**src/rtl/dgsp_pkg.sv**
```systemverilog
// Shared types, widths and constants for the dense-graph shortest-path block.
// Used by every module of the block and by its checker; depends on nothing.
package dgsp_pkg;

    localparam int VERTICES    = 8;
    localparam int WEIGHT_BITS = 8;

    // Fixed field widths of the stream items.
    localparam int VERT_W      = 3;
    localparam int WEIGHT_IN_W = 8;
    localparam int DIST_W      = 11;
    localparam int IN_TDATA_W  = 24;
    localparam int OUT_TDATA_W = 16;

    localparam int IDX_W  = (VERTICES > 1) ? $clog2(VERTICES) : 1;
    localparam int ADDR_W = $clog2(VERTICES * VERTICES);
    // Wide enough for any simple path: each of its edges, fewer than the vertices, has at most the largest weight.
    localparam int SUM_W  = WEIGHT_BITS + IDX_W;

    localparam logic [DIST_W-1:0] DIST_MAX = {DIST_W{1'b1}};

    localparam logic CMD_WRITE = 1'b0;
    localparam logic CMD_RUN   = 1'b1;

    typedef struct packed {
        logic [VERT_W-1:0] vertex;
        logic [DIST_W-1:0] distance;
        logic              unreachable;
        logic              last;
    } t_result;

    function automatic logic [DIST_W-1:0] sat_dist(input logic [SUM_W-1:0] d);
        logic [DIST_W-1:0] res;
        if (64'(d) > 64'(DIST_MAX)) begin
            res = DIST_MAX;
        end else begin
            res = DIST_W'(d);
        end
        return res;
    endfunction

endpackage

```
**src/rtl/dgsp_edge_mem.sv**
```systemverilog
// Adjacency matrix storage: one write port, one registered read port.
// Per-entry valid bits make the whole matrix read as zero right after reset.
// Depends on dgsp_pkg.
module dgsp_edge_mem (
    input  logic                           i_clk,
    input  logic                           i_rst_n,
    input  logic                           i_we,
    input  logic [dgsp_pkg::ADDR_W-1:0]      i_waddr,
    input  logic [dgsp_pkg::WEIGHT_BITS-1:0] i_wdata,
    input  logic [dgsp_pkg::ADDR_W-1:0]      i_raddr,
    output logic [dgsp_pkg::WEIGHT_BITS-1:0] o_rdata
);
    import dgsp_pkg::*;

    logic [WEIGHT_BITS-1:0]    r_mem [VERTICES*VERTICES];
    logic [VERTICES*VERTICES-1:0] r_valid;
    logic [WEIGHT_BITS-1:0]    r_rd_data;
    logic                      r_rd_valid;

    always_ff @(posedge i_clk) begin
        if (i_we) begin
            r_mem[i_waddr] <= i_wdata;
        end
        r_rd_data <= r_mem[i_raddr];
    end

    always_ff @(posedge i_clk) begin
        if (!i_rst_n) begin
            r_valid    <= '0;
            r_rd_valid <= 1'b0;
        end else begin
            if (i_we) begin
                r_valid[i_waddr] <= 1'b1;
            end
            r_rd_valid <= r_valid[i_raddr];
        end
    end

    assign o_rdata = r_rd_valid ? r_rd_data : '0;

endmodule

```
**src/rtl/dgsp_core.sv**
```systemverilog
// Round sequencer for the shortest-path search: minimum scan and relaxation
// through one shared adder and one shared comparator, then result emission.
// Depends on dgsp_pkg; reads the matrix through dgsp_edge_mem's read port.
module dgsp_core (
    input  logic                             i_clk,
    input  logic                             i_rst_n,
    input  logic                             i_start,
    input  logic [dgsp_pkg::IDX_W-1:0]       i_src,
    output logic                             o_idle,
    output logic [dgsp_pkg::ADDR_W-1:0]      o_raddr,
    input  logic [dgsp_pkg::WEIGHT_BITS-1:0] i_rdata,
    output logic                             o_res_valid,
    input  logic                             i_res_ready,
    output dgsp_pkg::t_result                o_res
);
    import dgsp_pkg::*;

    typedef enum logic [3:0] {
        S_IDLE  = 4'b0001,
        S_SCAN  = 4'b0010,
        S_RELAX = 4'b0100,
        S_EMIT  = 4'b1000
    } t_state;

    t_state              r_state, n_state;
    logic [VERTICES-1:0] r_reach, n_reach;
    logic [VERTICES-1:0] r_visited, n_visited;
    logic [IDX_W-1:0]    r_round, n_round;
    logic [IDX_W-1:0]    r_v, n_v;
    logic [IDX_W:0]      r_rv, n_rv;
    logic [IDX_W-1:0]    r_best, n_best;
    logic [SUM_W-1:0]    r_bd, n_bd;
    logic                r_breach, n_breach;
    logic                r_have, n_have;
    logic [IDX_W-1:0]    r_u, n_u;
    logic [SUM_W-1:0]    r_du, n_du;

    logic [SUM_W-1:0]    r_dist [VERTICES];

    logic [IDX_W-1:0]    vd;
    logic [IDX_W-1:0]    dist_ra;
    logic [SUM_W-1:0]    dist_rd;
    logic                dist_we;
    logic [IDX_W-1:0]    dist_wa;
    logic [SUM_W-1:0]    dist_wd;
    logic [SUM_W-1:0]    cand;
    logic [SUM_W-1:0]    cmp_a, cmp_b;
    logic                cmp_lt;
    logic                take;
    logic                round_done;
    logic                upd;

    // The vertex whose relaxation result arrives this cycle is one index below the vertex now being read.
    assign vd = IDX_W'(r_rv - 1'b1);

    always_comb begin
        unique case (r_state)
            S_RELAX: dist_ra = vd;
            S_EMIT:  dist_ra = r_v;
            default: dist_ra = r_v;
        endcase
    end

    assign dist_rd = r_dist[dist_ra];

    // Shared datapath: one adder and one less-than compare.
    assign cand   = r_du + SUM_W'(i_rdata);
    assign cmp_a  = (r_state == S_RELAX) ? cand : r_bd;
    assign cmp_b  = dist_rd;
    assign cmp_lt = cmp_a < cmp_b;

    assign o_raddr = ADDR_W'(r_u) * ADDR_W'(VERTICES) + ADDR_W'(r_rv[IDX_W-1:0]);

    always_comb begin
        n_state    = r_state;
        n_reach    = r_reach;
        n_visited  = r_visited;
        n_round    = r_round;
        n_v        = r_v;
        n_rv       = r_rv;
        n_best     = r_best;
        n_bd       = r_bd;
        n_breach   = r_breach;
        n_have     = r_have;
        n_u        = r_u;
        n_du       = r_du;
        dist_we    = 1'b0;
        dist_wa    = r_v;
        dist_wd    = cand;
        round_done = 1'b0;
        take       = 1'b0;
        upd        = 1'b0;

        unique case (r_state)
            S_IDLE: begin
                if (i_start) begin
                    n_reach        = '0;
                    n_reach[i_src] = 1'b1;
                    n_visited      = '0;
                    n_round        = '0;
                    n_v            = '0;
                    n_have         = 1'b0;
                    dist_we        = 1'b1;
                    dist_wa        = i_src;
                    dist_wd        = '0;
                    n_state        = S_SCAN;
                end
            end
            S_SCAN: begin
                // An unreachable current best loses to any later unvisited vertex;
                // among reachable ones the later index wins a tie.
                take = !r_visited[r_v] &&
                       (!r_have || !r_breach || (r_reach[r_v] && !cmp_lt));
                if (take) begin
                    n_best   = r_v;
                    n_bd     = dist_rd;
                    n_breach = r_reach[r_v];
                    n_have   = 1'b1;
                end
                if (r_v == IDX_W'(VERTICES - 1)) begin
                    n_visited[n_best] = 1'b1;
                    n_u               = n_best;
                    n_du              = n_bd;
                    n_rv              = '0;
                    if (n_breach) begin
                        n_state = S_RELAX;
                    end else begin
                        round_done = 1'b1;
                    end
                end else begin
                    n_v = r_v + 1'b1;
                end
            end
            S_RELAX: begin
                if (r_rv != '0) begin
                    upd = !r_visited[vd] && (i_rdata != '0) && (!r_reach[vd] || cmp_lt);
                    if (upd) begin
                        dist_we     = 1'b1;
                        dist_wa     = vd;
                        dist_wd     = cand;
                        n_reach[vd] = 1'b1;
                    end
                end
                if (r_rv == (IDX_W+1)'(VERTICES)) begin
                    round_done = 1'b1;
                end else begin
                    n_rv = r_rv + 1'b1;
                end
            end
            S_EMIT: begin
                if (i_res_ready) begin
                    if (r_v == IDX_W'(VERTICES - 1)) begin
                        n_state = S_IDLE;
                    end else begin
                        n_v = r_v + 1'b1;
                    end
                end
            end
            default: begin
                n_state = S_IDLE;
            end
        endcase

        if (round_done) begin
            n_v    = '0;
            n_have = 1'b0;
            if (r_round == IDX_W'(VERTICES - 2)) begin
                n_state = S_EMIT;
            end else begin
                n_round = r_round + 1'b1;
                n_state = S_SCAN;
            end
        end
    end

    always_ff @(posedge i_clk) begin
        if (!i_rst_n) begin
            r_state   <= S_IDLE;
            r_reach   <= '0;
            r_visited <= '0;
            r_round   <= '0;
            r_v       <= '0;
            r_rv      <= '0;
            r_have    <= 1'b0;
        end else begin
            r_state   <= n_state;
            r_reach   <= n_reach;
            r_visited <= n_visited;
            r_round   <= n_round;
            r_v       <= n_v;
            r_rv      <= n_rv;
            r_have    <= n_have;
        end
    end

    always_ff @(posedge i_clk) begin
        r_best   <= n_best;
        r_bd     <= n_bd;
        r_breach <= n_breach;
        r_u      <= n_u;
        r_du     <= n_du;
        if (dist_we) begin
            r_dist[dist_wa] <= dist_wd;
        end
    end

    assign o_idle      = (r_state == S_IDLE);
    assign o_res_valid = (r_state == S_EMIT);

    always_comb begin
        o_res.vertex      = VERT_W'(r_v);
        o_res.distance    = r_reach[r_v] ? sat_dist(dist_rd) : '0;
        o_res.unreachable = !r_reach[r_v];
        o_res.last        = (r_v == IDX_W'(VERTICES - 1));
    end

endmodule

```
**src/rtl/dense_graph_shortest_paths.sv**
```systemverilog
// Dense-graph shortest paths (Dijkstra over a stored adjacency matrix).
// Input items arrive on the s_axis channel, results leave on m_axis.
// s_axis_tuser is the command: a write item stores one edge weight (zero means
// no edge); a run item computes distances from start_vertex.
// A run takes a setup step, then VERTICES-1 rounds of a minimum scan over all
// vertices, each followed by a relaxation pass when the picked vertex is
// reachable; then VERTICES results, one per cycle while the receiver takes
// them, in vertex order with tlast on the final one. The search pace is set
// by the shared compare/add unit, which handles one vertex per cycle, and by
// the single read port of the matrix memory.
// s_axis_tready is high only while no run is in progress; the last result of
// a run may still sit in the output register while the next item is taken.
// When the receiver stalls, the current result holds in the output register
// and the search pauses its emission until it is taken.
// Reset clears the matrix at once through per-entry valid bits (no clearing
// pass) and empties the output register.
// Depends on dgsp_pkg, dgsp_edge_mem and dgsp_core.
module dense_graph_shortest_paths (
    input  logic                               i_clk,
    input  logic                               i_rst_n,
    input  logic                               s_axis_tvalid,
    output logic                               s_axis_tready,
    // tdata: row[2:0], col[5:3], weight[13:6], start_vertex[16:14], zero pad
    input  logic [dgsp_pkg::IN_TDATA_W-1:0]    s_axis_tdata,
    // tuser: cmd
    input  logic                               s_axis_tuser,
    output logic                               m_axis_tvalid,
    input  logic                               m_axis_tready,
    // tdata: vertex[2:0], distance[13:3], zero pad
    output logic [dgsp_pkg::OUT_TDATA_W-1:0]   m_axis_tdata,
    // tuser: unreachable
    output logic                               m_axis_tuser,
    output logic                               m_axis_tlast
);
    import dgsp_pkg::*;

    logic [VERT_W-1:0]      in_row, in_col, in_start;
    logic [WEIGHT_IN_W-1:0] in_weight;
    logic                   accept;
    logic                   wr_en, run_en;
    logic [ADDR_W-1:0]      waddr, raddr;
    logic [WEIGHT_BITS-1:0] rdata;
    logic                   core_idle;
    logic                   res_valid, res_ready;
    t_result                res;
    logic                   r_mvalid;
    t_result                r_mres;

    assign in_row    = s_axis_tdata[VERT_W-1:0];
    assign in_col    = s_axis_tdata[2*VERT_W-1:VERT_W];
    assign in_weight = s_axis_tdata[2*VERT_W+WEIGHT_IN_W-1:2*VERT_W];
    assign in_start  = s_axis_tdata[3*VERT_W+WEIGHT_IN_W-1:2*VERT_W+WEIGHT_IN_W];

    assign s_axis_tready = core_idle;
    assign accept        = s_axis_tvalid && s_axis_tready;

    // Items naming a vertex beyond the graph are taken and dropped.
    assign wr_en  = accept && (s_axis_tuser == CMD_WRITE) &&
                    (32'(in_row) < VERTICES) && (32'(in_col) < VERTICES);
    assign run_en = accept && (s_axis_tuser == CMD_RUN) && (32'(in_start) < VERTICES);

    assign waddr = ADDR_W'(in_row) * ADDR_W'(VERTICES) + ADDR_W'(in_col);

    dgsp_edge_mem u_mem (
        .i_clk   (i_clk),
        .i_rst_n (i_rst_n),
        .i_we    (wr_en),
        .i_waddr (waddr),
        .i_wdata (WEIGHT_BITS'(in_weight)),
        .i_raddr (raddr),
        .o_rdata (rdata)
    );

    dgsp_core u_core (
        .i_clk       (i_clk),
        .i_rst_n     (i_rst_n),
        .i_start     (run_en),
        .i_src       (IDX_W'(in_start)),
        .o_idle      (core_idle),
        .o_raddr     (raddr),
        .i_rdata     (rdata),
        .o_res_valid (res_valid),
        .i_res_ready (res_ready),
        .o_res       (res)
    );

    assign res_ready = !r_mvalid || m_axis_tready;

    always_ff @(posedge i_clk) begin
        if (!i_rst_n) begin
            r_mvalid <= 1'b0;
        end else if (res_valid && res_ready) begin
            r_mvalid <= 1'b1;
        end else if (m_axis_tready) begin
            r_mvalid <= 1'b0;
        end
    end

    always_ff @(posedge i_clk) begin
        if (res_valid && res_ready) begin
            r_mres <= res;
        end
    end

    assign m_axis_tvalid = r_mvalid;
    assign m_axis_tdata  = OUT_TDATA_W'({r_mres.distance, r_mres.vertex});
    assign m_axis_tuser  = r_mres.unreachable;
    assign m_axis_tlast  = r_mres.last;

endmodule

```
**config.mk**
```make
export PLATFORM = sky130hd
export DESIGN_NAME = dense_graph_shortest_paths
export DESIGN_NICKNAME = d
export VERILOG_FILES = /design/src/rtl/dgsp_pkg.sv /design/src/rtl/dgsp_edge_mem.sv /design/src/rtl/dgsp_core.sv /design/src/rtl/dense_graph_shortest_paths.sv
export SDC_FILE = /design/constraint.sdc
export NUM_CORES = 1
export LEC_CHECK = 0
export ABC_AREA = 1
export BUFFER_PORTS_ARGS = -buffer_cell sky130_fd_sc_hd__buf_2
export CAP_MARGIN = 20
export CORE_ASPECT_RATIO = 0.5
export CORE_UTILIZATION = 30
export DETAILED_ROUTE_END_ITERATION = 10
export HOLD_SLACK_MARGIN = 0.15
export PLACE_DENSITY = 0.55
export SLEW_MARGIN = 25
export SYNTH_ARGS = -nofsm -noshare
export SYNTH_HDL_FRONTEND = slang
export SYNTH_SLANG_ARGS = --single-unit
```
**constraint.sdc**
```tcl
create_clock -name i_clk -period 5 [get_ports i_clk]
set_input_delay 0.5 -clock i_clk [delete_from_list [all_inputs] [get_ports i_clk]]
set_output_delay 0.5 -clock i_clk [all_outputs]
set_load 0.1 [all_outputs]
```
# == Word-level counts from Yosys, hierarchy flattened ==
# Memory sizes are Yosys's and may differ from the RTL's. A register that Yosys moved wholly into a read port is not among the register bits.
# Cells that the tools add are included.
# totals
regBits,142
ram_bits,600
output_inout_bits,20
word_cells,178
memories,2
# mem_list
name,words,width,read_ports,rd_clocked_by_memory_dff,write_ports,line_no,source
u_mem.r_mem,64,8,1,1,1,dgsp_edge_mem.sv:15,logic [WEIGHT_BITS-1:0] r_mem [VERTICES*VERTICES];
u_core.r_dist,8,11,1,0,1,dgsp_core.sv:38,logic [SUM_W-1:0] r_dist [VERTICES];
# op_classes
n_addsub,7
magnitude_cmp,11
n_eq_ne,20
mux,75
bitwise,5
n_reduce_logical,39
# op_table
op,count
bitwise OR 64 bit,1
2-to-1 mux 8 bit,6
2-to-1 mux 11 bit,4
2-to-1 mux 3 bit,13
2-to-1 mux 4 bit,9
one-hot mux 8 bit (2 select lines),2
2-to-1 mux 1 bit,25
< comparator 3 x 4 -> 1 bit (second input constant),4
bitwise OR 8 bit,2
one-hot mux 4 bit (4 select lines),1
< comparator 6 x 7 -> 1 bit (second input constant),2
adder 6 x 3 -> 6 bit,2
binary-select mux 1 bit (select 3 bit),4
logical AND 1 bit,12
!= test 3 x 1 -> 1 bit (second input constant),4
AND reduction 3 bit,4
adder 11 x 8 -> 11 bit,1
< comparator 11 bit,1
demux 1 bit (select 3 bit),3
greater-or-equal comparator 3 x 1 -> 1 bit (second input constant),3
one-hot mux 3 bit (3 select lines),1
equality test 4 bit (second input constant),2
zero test 1 bit,8
!= test 2 x 1 -> 1 bit (second input constant),4
25 further kinds,39

# == Depth between registers and ports, before layout ==
# depth
depth_word,17
depth_mapped,32
depth_no_buf,30

# == By module ==
# From an unflattened synthesis, not the netlist that was laid out.
# unflattened
hier_cells,2973
hier_area_um2,31690.4
# by_module_without_submodules
mod,instances,cells_per_inst,area_per_inst_um2,seq_area_each_um2
dgsp_edge_mem,1,2161,23754.0,16836.1
dgsp_core,1,782,7370.8,4134.0
dense_graph_shortest_paths,1,30,565.5,500.5

# == Worst setup path before layout ==
# Ideal clock, no wire load.
# synth_timing
kind,register -> register
start,register u_core.r_rv[0]
end,"memory u_core.r_dist[0][0] (netlist bit), enable pin"
t_arrival_ps,5006
path_slack_ps,-384
stages_incl_launch_ff,29
n_path_buf,8
cell_sequence,dfxtp_1 buf_2 inv_2 clkbuf_1 clkbuf_1 clkbuf_1 ha_1 clkbuf_1 nand3_1 nand2_2 buf_1 clkbuf_1 o21ai_0 o221ai_1 o21ai_0 ha_1 a21oi_1 nor2_1 a211oi_1 o221a_2 nand2_1 nand2_1 nand3b_1 nand2_1 inv_2 nor2_4 buf_4 nand4_2 nor2_1
# synth_via
elab_chain_len,11
word_cells_on_any_way,22
# synth_rtl
item,line_no,source
from (decl),dgsp_core.sv:30,"logic [IDX_W:0] r_rv, n_rv;"
from (signal assigned),dgsp_core.sv:191,r_rv <= n_rv;
subtractor 3 x 1 -> 3 bit,dgsp_core.sv:54,assign vd = IDX_W'(r_rv - 1'b1);
2-to-1 mux 3 bit / binary-select mux 1 bit (select 3 bit) (equally long branches),"dgsp_core.sv:57, dgsp_core.sv:136",
memory (8 x 11 bit) / 2-to-1 mux 1 bit (equally long branches),--,
< comparator 11 bit / zero test 1 bit (equally long branches),"dgsp_core.sv:70, dgsp_core.sv:136",
logical OR 1 bit / logical AND 1 bit (equally long branches),dgsp_core.sv:136,upd = !r_visited[vd] && (i_rdata != '0) && (!r_reach[vd] || cmp_lt);
logical AND 1 bit,dgsp_core.sv:136,
2-to-1 mux 1 bit,dgsp_core.sv:137,if (upd) begin
2-to-1 mux 1 bit,dgsp_core.sv:135,if (r_rv != '0) begin
one-hot mux 1 bit (2 select lines),dgsp_core.sv:94,unique case (r_state)
2-to-1 mux 1 bit,dgsp_core.sv:202,if (dist_we) begin
2-to-1 mux 1 bit (not written as such),dgsp_core.sv:203,r_dist[dist_wa] <= dist_wd;
to (decl),dgsp_core.sv:38,
# Parallel ways exist; a longest one is shown, timed or not. The select of a mux whose other input is x is not followed.

# == Worst setup path after layout ==
# layout_timing
start,register u_mem.r_rd_valid
end,"memory u_core.r_dist[7][0] (netlist bit), enable pin"
# layout_via
elab_chain_len,11
word_cells_on_any_way,16
# layout_rtl
item,line_no,source
from (decl),dgsp_edge_mem.sv:18,logic r_rd_valid;
from (signal assigned),dgsp_edge_mem.sv:35,r_rd_valid <= r_valid[i_raddr];
2-to-1 mux 8 bit *,dgsp_edge_mem.sv:39,assign o_rdata = r_rd_valid ? r_rd_data : '0;
adder 11 x 8 -> 11 bit,dgsp_core.sv:67,assign cand = r_du + SUM_W'(i_rdata);
2-to-1 mux 11 bit,dgsp_core.sv:68,assign cmp_a = (r_state == S_RELAX) ? cand : r_bd;
< comparator 11 bit,dgsp_core.sv:70,assign cmp_lt = cmp_a < cmp_b;
logical OR 1 bit,dgsp_core.sv:136,
logical AND 1 bit *,dgsp_core.sv:136,
2-to-1 mux 1 bit,dgsp_core.sv:137,
2-to-1 mux 1 bit,dgsp_core.sv:135,
one-hot mux 1 bit (2 select lines),dgsp_core.sv:94,
2-to-1 mux 1 bit,dgsp_core.sv:202,
2-to-1 mux 1 bit (not written as such),dgsp_core.sv:203,
# Every way passes the cells marked *; elsewhere a longest branch is shown, timed or not.

==> out/summary.txt <==
status = completed
critical setup path kind = reg2reg
f_max = 0.2195 GHz
Post-synth ARST share = 0
period utilization = 0.9112
max-cap violations = 0
row count = 82
Worst-Skew Late Latency = 0.65 ns
wire per inst = 20.03 µm
crit start category = flip-flop
GRT Max-Usage Layer = met2
Vert. Die Dim = 228.4 µm
Root Buffer = clkbuf_16
PD cells = 482.8 mW/mm²
ANT nets after route = 0
post-route setup slack = 0.4439 ns
Ports = 49
M2 GR Usage = 0.2429
Worst Path Arrival = 4.89 ns
H-tree depth = 3
number of port buffers = 39
CP max stage cell = dfxtp_2
count of cell types in the netlist = 51
Final Hold Fails = 0
Placer Congestion = 0.8272
Clk network pwr share = 0.326
final WL = 82340 µm
Logic pwr share = 0.243
Syn-to-layout area delta = 14.03%
area leader, netlist = edfxtp_1
clock buffer count from CTS = 74
global-route wire length before repair = 123100 µm
Synth Instances = 2695
Synth area leaders = edfxtp_1 (63%), o21ai_0 (8.1%), dfxtp_1 (6.8%)
Crit path largest cell delay = 0.39 ns
sinks on the clock net = 750
Max VDD drop = 0.0002624 V
CP Capture Type = flip-flop
register area = 0.02148 mm²
met1 Resource Use GR = 0.2173
die width = 454.7 µm
n_diodes = 0
Max-Slew Margin vs Limit = 0.3064
Vias = 20835
#FFs+latches synth = 750
synthesized cell area = 0.03075 mm²
Hold Crit Class = in2reg
crit-path most repeated cell = nand2_1
NetSw = 0.005437 W
Pins Over Slew Limit = 0
gr usage total = 0.1551
CTS tree = yes
met3 Resource Use GR = 0.03312
Synth Flop Type = edfxtp_1
DR pass1 iterations = 5
Internal Power = 0.01149 W
sequential share of power = 0.430
number of global-route vias before repair = 19643
P_leak = 12.16 nW
footprint of the multi-input gates = 0.008130 mm²
worst-margin pin slew = 1.037 ns
Starting DRT DRC Count = 2104
Setup Viol. Count Final = 0
core area = 0.1009 mm²
Worst-path clk slew = 0.06 ns
total grt overflow = 0
DP Worst Slack = 0.2678 ns
Residual DRC = 0
Initial Util = 0.3049
final-layout fill cell count = 9881
top-count cell post-synth = edfxtp_1
DP HPWL = 46390 µm
worst endpoint required time = 5.34 ns
share of cells above drive strength 1 = 0.09288
antenna violations before repair = 0
final worst path period need = 4.556 ns
Final Skew = 0.01971 ns
yosys warns = 0
Vias/cell = 5.068
sequential share of the synthesized area = 0.6983
Post-synth EDFFs = 645
switch share = 0.3212
largest net degree at the start of global routing = 152
area fraction of the dominant cell type after synthesis = 0.6300
minimum hold slack = 0.2131 ns
Clock Tree Buf Depth = 3
commonest cells in the netlist = edfxtp_1 (645), nor2_1 (552), o21ai_0 (495)
DIE AREA = 0.1038 mm²
syn avg cell area = 11.41 µm²
fin nets = 2760
CP max FO = 11
-- power by group through the flow --
stage          clock network [W]  registers, W  logic (W)
5_1_grt                  0.00586       0.00730    0.00460
2_1_floorplan                  0       0.00739    0.00275
4_1_cts                  0.00563       0.00729    0.00405
3_5_place_dp                   0       0.00742    0.00404
6_report                 0.00552       0.00729    0.00412
3_3_place_gp                   0       0.00742    0.00400
-- layout by cell type, fill, tap and decap left out, types with 3 or more instances in the layout --
| master | count |
|---|---|
| o32ai_1 | 7 |
| clkbuf_8 | 7 |
| bufinv_16 | 3 |
| buf_2 | 39 |
| xnor2_1 | 4 |
| buf_4 | 43 |
| edfxtp_1 | 645 |
| clkbuf_1 | 24 |
| clkbuf_16 | 75 |
| nor3_2 | 3 |
| nand3_1 | 58 |
| o22ai_1 | 146 |
| inv_2 | 9 |
| xor2_1 | 5 |
| o221ai_1 | 40 |
| nor2_2 | 9 |
| clkinvlp_4 | 3 |
| o31ai_1 | 5 |
| nor4_1 | 3 |
| nor2_1 | 540 |
| a31oi_1 | 11 |
| inv_1 | 146 |
| o21ai_0 | 495 |
| nand2_2 | 7 |
| buf_12 | 13 |
| a221oi_1 | 4 |
| nand2_1 | 148 |
| a21oi_1 | 42 |
| nor2_4 | 11 |
| ha_1 | 24 |
| clkinv_1 | 10 |
| nand4_1 | 6 |
| o21ai_2 | 4 |
| nor3_1 | 23 |
| o211ai_1 | 7 |
| inv_6 | 3 |
| dfxtp_1 | 101 |
| clkinv_2 | 9 |
-- per-layer routing --
metal  routed length, µm  vias to the layer above
li1                    -                     9736
met1               37230                    10313
met2               37710                      658
met3                5545                      128
met4                1849                        0
met5                   0                        -
-- worst max-delay path: cells and delay by family, from the launching register on --
family,cells,cell delay [ns]
XOR/XNOR,1,0.18
AO/OA/AOI/OAI,9,1.43
adder cells (fa/ha/maj),2,0.58
buffers and inverters,4,0.39
AND/OR/NAND/NOR,13,1.26
flip-flops,1,0.39
-- final cells by class --
| type | instances | share of cell area |
|---|---|---|
| clock inverters | 30 | 0.008958 |
| well taps | 1344 | 0.04796 |
| clock buffers | 107 | 0.05899 |
| multi-input cells | 1626 | 0.2319 |
| flip-flops and latches | 750 | 0.6127 |
| inverters | 159 | 0.01731 |
| repair buffers | 95 | 0.02220 |
-- state kept, by name, summed over array words and instances (netlist names), 4 cells and up --
name              flops
u_core.r_dist        88
u_mem.r_rd_data       8
u_core.r_bd          11
u_core.r_rv           4
u_mem.r_valid        64
u_core.r_visited      8
u_core.r_du          11
u_core.r_reach        8
u_mem.r_mem         512
m_axis_tdata         14
u_core.r_state        4
-- what timing repair did --
| action | in CTS | in global routing |
|---|---|---|
| hold buffers | 0 | 0 |
| buffers inserted | 0 | 8 |
| gates resized for setup | 0 | 1 |
| setup endpoints to repair | 0 | 88 |
-- cells by family after synthesis --
family | after synthesis | synth area share
other cells | 1 | 0.0001220
simple gates | 818 | 0.1076
xor+xnor | 9 | 0.002564
mux | 1 | 0.0003256
fa+ha+maj | 25 | 0.01042
compound gates | 771 | 0.1406
flops | 750 | 0.6983
buf+inv | 320 | 0.04000
-- metrics by stage --
stage / setup TNS, ns / cell area [µm²] / power [W] / std cells / utilization
after floorplan: 0 / 30810 / 0.01014 / 2696 / -
after global routing: -0.02048 / 35060 / 0.01776 / 4111 / 0.3476
after global placement: 0 / 32510 / 0.01142 / 3966 / 0.3223
after CTS: 0 / 34890 / 0.01697 / 4103 / 0.3460
after detailed placement: 0 / 32510 / 0.01146 / 3966 / 0.3224
final: 0 / 35060 / 0.01693 / 4111 / 0.3476
-- worst paths after layout --
| check | from | depth (start not counted) | slack [ns] | endpoint |
|---|---|---|---|---|
| worst min-delay path | m_axis_tready | 4 | 0.21 | m_axis_tvalid$_SDFFE_PN0P_ |
| worst min register to register | u_mem.r_valid[62]$_SDFFE_PN0P_ | 2 | 0.47 | u_mem.r_valid[62]$_SDFFE_PN0P_ |
| worst max-delay path | u_mem.r_rd_valid$_SDFF_PN0_ | 29 | 0.44 | u_core.r_dist[7][0]$_DFFE_PP_ |
| worst max register to register | u_mem.r_rd_valid$_SDFF_PN0_ | 29 | 0.44 | u_core.r_dist[7][0]$_DFFE_PP_ |
Power figures use the tool's default switching activity.
